### src/rtl/spqc_pkg.sv
// Types and constants of the stable priority queue with cutoff.
package spqc_pkg;

    localparam int QUEUE_DEPTH    = 64;
    localparam int PAYLOAD_BITS   = 32;
    localparam int PHASE_BITS     = 4;
    localparam int COUNT_BITS     = $clog2(QUEUE_DEPTH + 1);
    localparam int IN_TDATA_BITS  = ((PHASE_BITS + PAYLOAD_BITS + 7) / 8) * 8;
    localparam int OUT_TDATA_BITS = ((PHASE_BITS + PAYLOAD_BITS + COUNT_BITS + 7) / 8) * 8;
    localparam int OUT_TUSER_BITS = 3;

    // Bit positions in the result tuser.
    localparam int TUSER_POP_VALID   = 0;
    localparam int TUSER_EMPTY_ERROR = 1;
    localparam int TUSER_FULL_DROP   = 2;

    localparam logic [PHASE_BITS-1:0] CUTOFF_RESET = PHASE_BITS'(4);

    typedef enum logic {
        FUNC_PUSH = 1'b0,
        FUNC_POP  = 1'b1
    } t_func;

    typedef struct packed {
        logic [PHASE_BITS-1:0]   phase;
        logic [PAYLOAD_BITS-1:0] payload;
    } t_slot;

    typedef struct packed {
        logic load;       // take the pushed entry
        logic from_prev;  // shift toward the tail
        logic from_next;  // shift toward the head
    } t_cell_cmd;

endpackage

### src/rtl/spqc_cell.sv
// One slot of the queue chain: holds an entry and compares it to a pushed phase.
module spqc_cell (
    input  logic                         i_clk,
    input  logic                         i_active,
    input  logic [spqc_pkg::PHASE_BITS-1:0] i_phase,
    input  spqc_pkg::t_cell_cmd          i_cmd,
    input  spqc_pkg::t_slot              i_new,
    input  spqc_pkg::t_slot              i_prev,
    input  spqc_pkg::t_slot              i_next,
    output spqc_pkg::t_slot              o_slot,
    output logic                         o_gt
);
    import spqc_pkg::*;

    t_slot r_slot;
    t_slot n_slot;

    always_comb begin
        n_slot = r_slot;
        if (i_cmd.load) begin
            n_slot = i_new;
        end else if (i_cmd.from_prev) begin
            n_slot = i_prev;
        end else if (i_cmd.from_next) begin
            n_slot = i_next;
        end
    end

    always_ff @(posedge i_clk) begin
        r_slot <= n_slot;
    end

    assign o_slot = r_slot;
    assign o_gt   = i_active && (r_slot.phase > i_phase);

endmodule

### config.mk
export PLATFORM = sky130hd
export DESIGN_NAME = spqc_cell
export DESIGN_NICKNAME = d
export VERILOG_FILES = /design/src/rtl/spqc_pkg.sv /design/src/rtl/spqc_cell.sv
export SDC_FILE = /design/constraint.sdc
export NUM_CORES = 1
export LEC_CHECK = 0
export BUFFER_PORTS_ARGS = -buffer_cell sky130_fd_sc_hd__buf_4
export CAP_MARGIN = 20
export CORE_MARGIN = 10
export CORE_UTILIZATION = 40
export DETAILED_ROUTE_END_ITERATION = 10
export GPL_ROUTABILITY_DRIVEN = 0
export PLACE_DENSITY_LB_ADDON = 0.1
export SLEW_MARGIN = 25
export SYNTH_ARGS = -nofsm -noshare
export SYNTH_HDL_FRONTEND = slang
export SYNTH_SLANG_ARGS = --single-unit
### constraint.sdc
create_clock -name i_clk -period 2.07 [get_ports i_clk]
set_input_delay 0.207 -clock i_clk [delete_from_list [all_inputs] [get_ports i_clk]]
set_output_delay 0.207 -clock i_clk [all_outputs]
set_load 0.01 [all_outputs]
## Yosys cells after proc, flatten, opt, wreduce, memory -nomap -nowiden

Index checks and enable logic that the tools add are counted.

- Reductions and logical operators: 2
- Multiplexer cells: 3
- Order comparisons: 1

Operator list:

| operator | count |
|---|---|
| 36-bit two-way mux | 3 |
| 4-bit > comparator | 1 |
| 3-bit nonzero test | 1 |
| 1-bit logical AND | 1 |

- Output and inout bits: 37
- Register bits after elaboration: 36
- Logic and storage cells: 8
- Input port bits: 117

## Longest topological paths before layout

- Word-level depth: 3
- Mapped depth: 5
- Depth with buffers taken out: 5

## Worst setup path after synthesis

Ideal clock, no wire load.

- Path kind: input-to-reg
- Start: in i_cmd[1] in the netlist's numbering
- End: reg r_slot (netlist bit o_slot[0]), enable pin
- Path slack: 0.456 ns
- Arrival: 1.219 ns
- Buffers on the path: 1
- Library setup time: 0.394 ns
- Required time: 1.676 ns
- Stages on the path: 2
- Path through: buf_6 -> or3_1

- Longest elaborated chain between the ends: 1

Ends and longest elaborated chain:

| item | line | source |
|---|---|---|
| from (decl) | spqc_cell.sv:6 | `input spqc_pkg::t_cell_cmd i_cmd,` |
| 3-bit nonzero test (no source line) | n/a |  |
| to (signal assigned) | spqc_cell.sv:30 | `r_slot <= n_slot;` |
| to (decl) | spqc_cell.sv:15 | `t_slot r_slot;` |

No other way between the ends.
A chain may end at the register's enable or synchronous reset.

## Worst setup path in the final report

- Start: reg r_slot (netlist bit o_slot[33])
- End: out o_gt

- Longest elaborated chain between the ends: 2

Ends and longest elaborated chain:

| item | line | source |
|---|---|---|
| 4-bit > comparator | spqc_cell.sv:34 | `assign o_gt = i_active && (r_slot.phase > i_phase);` |
| 1-bit logical AND | spqc_cell.sv:34 |  |
| to (decl) | spqc_cell.sv:11 | `output logic o_gt` |

No other way between the ends.

==> metrics <==
grt met2 use 26.9%; initial drt markers 61; post-synth design cell area 1970 sq um; Slew @ Worst Pin 0.402 ns; Syn Nets 292; worst-path fanout max 2; setup TNS 0 ns; Total GRT Usage 15.3%; Post-DRT Antenna Nets 0; EDFF count, synth 36; syn_area_per_cell 11.5 sq um; number of synthesized register bits 36; worst vdd ir 0.416 mV; synth warn 0; Tmin final 1.69 ns; Max-cap violations 0; hold crit path type in -> reg; kind of critical path reg -> out; Post-CTS Hold Buffers 0; fin crit share 81.7%; gr ovfl total 0; share of cells above drive strength 1 50.3%; Core ar. 4750 sq um; startpoint class of the critical path flip-flop; Pwr Density 599 nW/um^2; nets@finish 444; Max Fclk 591 MHz; critical path required time 1.86 ns; Remaining DRCs 0; internal power 0.00144 W; outcome complete, no violations; final setup margin 0.378 ns; HPWL after detailed placement 5.38 mm; WL final 6.54 mm; post-synth cell types 18; Fin. Hold Viols 0; antenna cells 0; Pleak 1.58 nW; Max transition margin 73.2%; Post-CTS Setup Inserts 0; clock transition at the registers of the reported paths 0.07 ns; RSZ-0062 raised after global routing false; chip height 90.2 um; Die X 90.2 um; die area 8140 sq um; CTS Buf Count 5; Final setup viols 0; Starting Density 41.5%; Buffers on Ports 153; routed length per instance 16.7 um; top post-synthesis cells by area edfxtp_1 (55%), mux2i_1 (18%), o21ai_1 (7.4%); Yosys top cell area share 54.8%; met1 Use GR 16.1%; via count 1,852; Sink Count 36; ys async rst share 0%; Flop pwr share 48.1%; site row count 25; top_reg_cell synth edfxtp_1; DRT Pass-1 Iters 4; largest net degree at the start of global routing 39; post_cts resized 0; first-pass GRT wire length 10.1 mm; P&R area growth vs syn 62.6%; Critical Path Sink Type primary output; vias in the first global route 2,040; Arr. time, crit path 1.48 ns; post-DR vias/cell 4.74; count leader, synth nand2_1; synthesized instance count 171; Place WS 0.569 ns; Root Buffer clkbuf_8; max-slew violation count 0; initial antenna violation count 0; met3 Usage GRT 6.65%; CTS Buffer Depth 2; cell taking the most area after synthesis edfxtp_1; P_sw 0.000481 W; H-tree levels 2; num ports 154; CTS tree built; Most Used Layer, Global Route met2; top post-synthesis cells by count nand2_1 (37), edfxtp_1 (36), mux2i_1 (36), o21ai_1 (29), o21ai_0 (6); fill cell total of the finished layout 421; number of flip-flops in the largest register 36; clock network power share 24.9%; sw frac 25.0%; combinational share of power 27.0%; register area share after synthesis 54.8%
-- power by group through the flow --
| stage | Combinational, W | Sequential, W | Clock, W |
|---|---|---|---|
| 4_1_cts | 0.000529 | 0.000925 | 0.000489 |
| 5_1_grt | 0.000567 | 0.000935 | 0.000522 |
| 2_1_floorplan | 0.000161 | 0.000986 | 0 |
| 3_3_place_gp | 0.000519 | 0.000936 | 0 |
| 6_report | 0.000519 | 0.000924 | 0.000478 |
| 3_5_place_dp | 0.000529 | 0.000941 | 0 |
-- worst paths after layout --
check	from	to	slack [ns]	cells after the start
max	o_slot[33]	o_gt	0.38	5
min	i_new[34]	o_slot[34]	0.21	3
-- cells by family after synthesis --
| family | synth area share [%] |
|---|---|
| and+or+nand+nor | 7.99 |
| buffers and inverters | 6.21 |
| muxes | 18.3 |
| AOI/OAI and AO/OA | 10.2 |
| DFF | 54.8 |
| adders and majority gates | 2.54 |
-- area by class of cell --
class | instances | area, sq um | share of cell area, %
repair buffers | 157 | 1180 | 36.7
flip-flops and latches | 36 | 1080 | 33.7
multi-input cells | 119 | 769 | 24.0
well taps | 67 | 83.8 | 2.61
clock buffers | 7 | 76.3 | 2.38
inverters | 4 | 15.0 | 0.468
clock inverters | 1 | 3.75 | 0.117
-- per-stage QoR --
step                      utilization (%)  cell area [sq um]  std cells  hold slack [ns]  total power [W]
after global routing                 67.5               3210        391            0.201          0.00202
final                                67.5               3210        391            0.207          0.00192
after CTS                            67.5               3210        391            0.198          0.00194
after global placement               65.8               3130        383            0.484          0.00146
after detailed placement             65.8               3130        383            0.495          0.00147
after floorplan                         -               1970        171            0.398          0.00115
-- worst max-delay path, cell delays in order (launching register included) --
cell      delay (ns)
edfxtp_1        0.39
ha_1            0.29
nor2b_1         0.13
o211ai_1        0.15
a21oi_1         0.09
buf_4           0.15
-- layer usage --
layer  wire length [um]  vias to the layer above
li1                   -                      922
met1               2510                      830
met2               3300                       94
met3                642                        6
met4                 89                        0
met5                  0                        -
-- cell usage in the layout (no fill, tap or decap) --
master / count
clkinv_1: 1
or3_1: 1
clkbuf_1: 2
nor2b_1: 1
buf_4: 157
o211ai_1: 1
a21oi_1: 2
o21ai_0: 6
o21ai_1: 29
o21ai_2: 1
edfxtp_1: 36
nand4_1: 1
mux2i_1: 36
ha_1: 4
inv_1: 4
clkbuf_8: 5
nand2_1: 37
No activity file was read; power rests on OpenSTA's default activity.
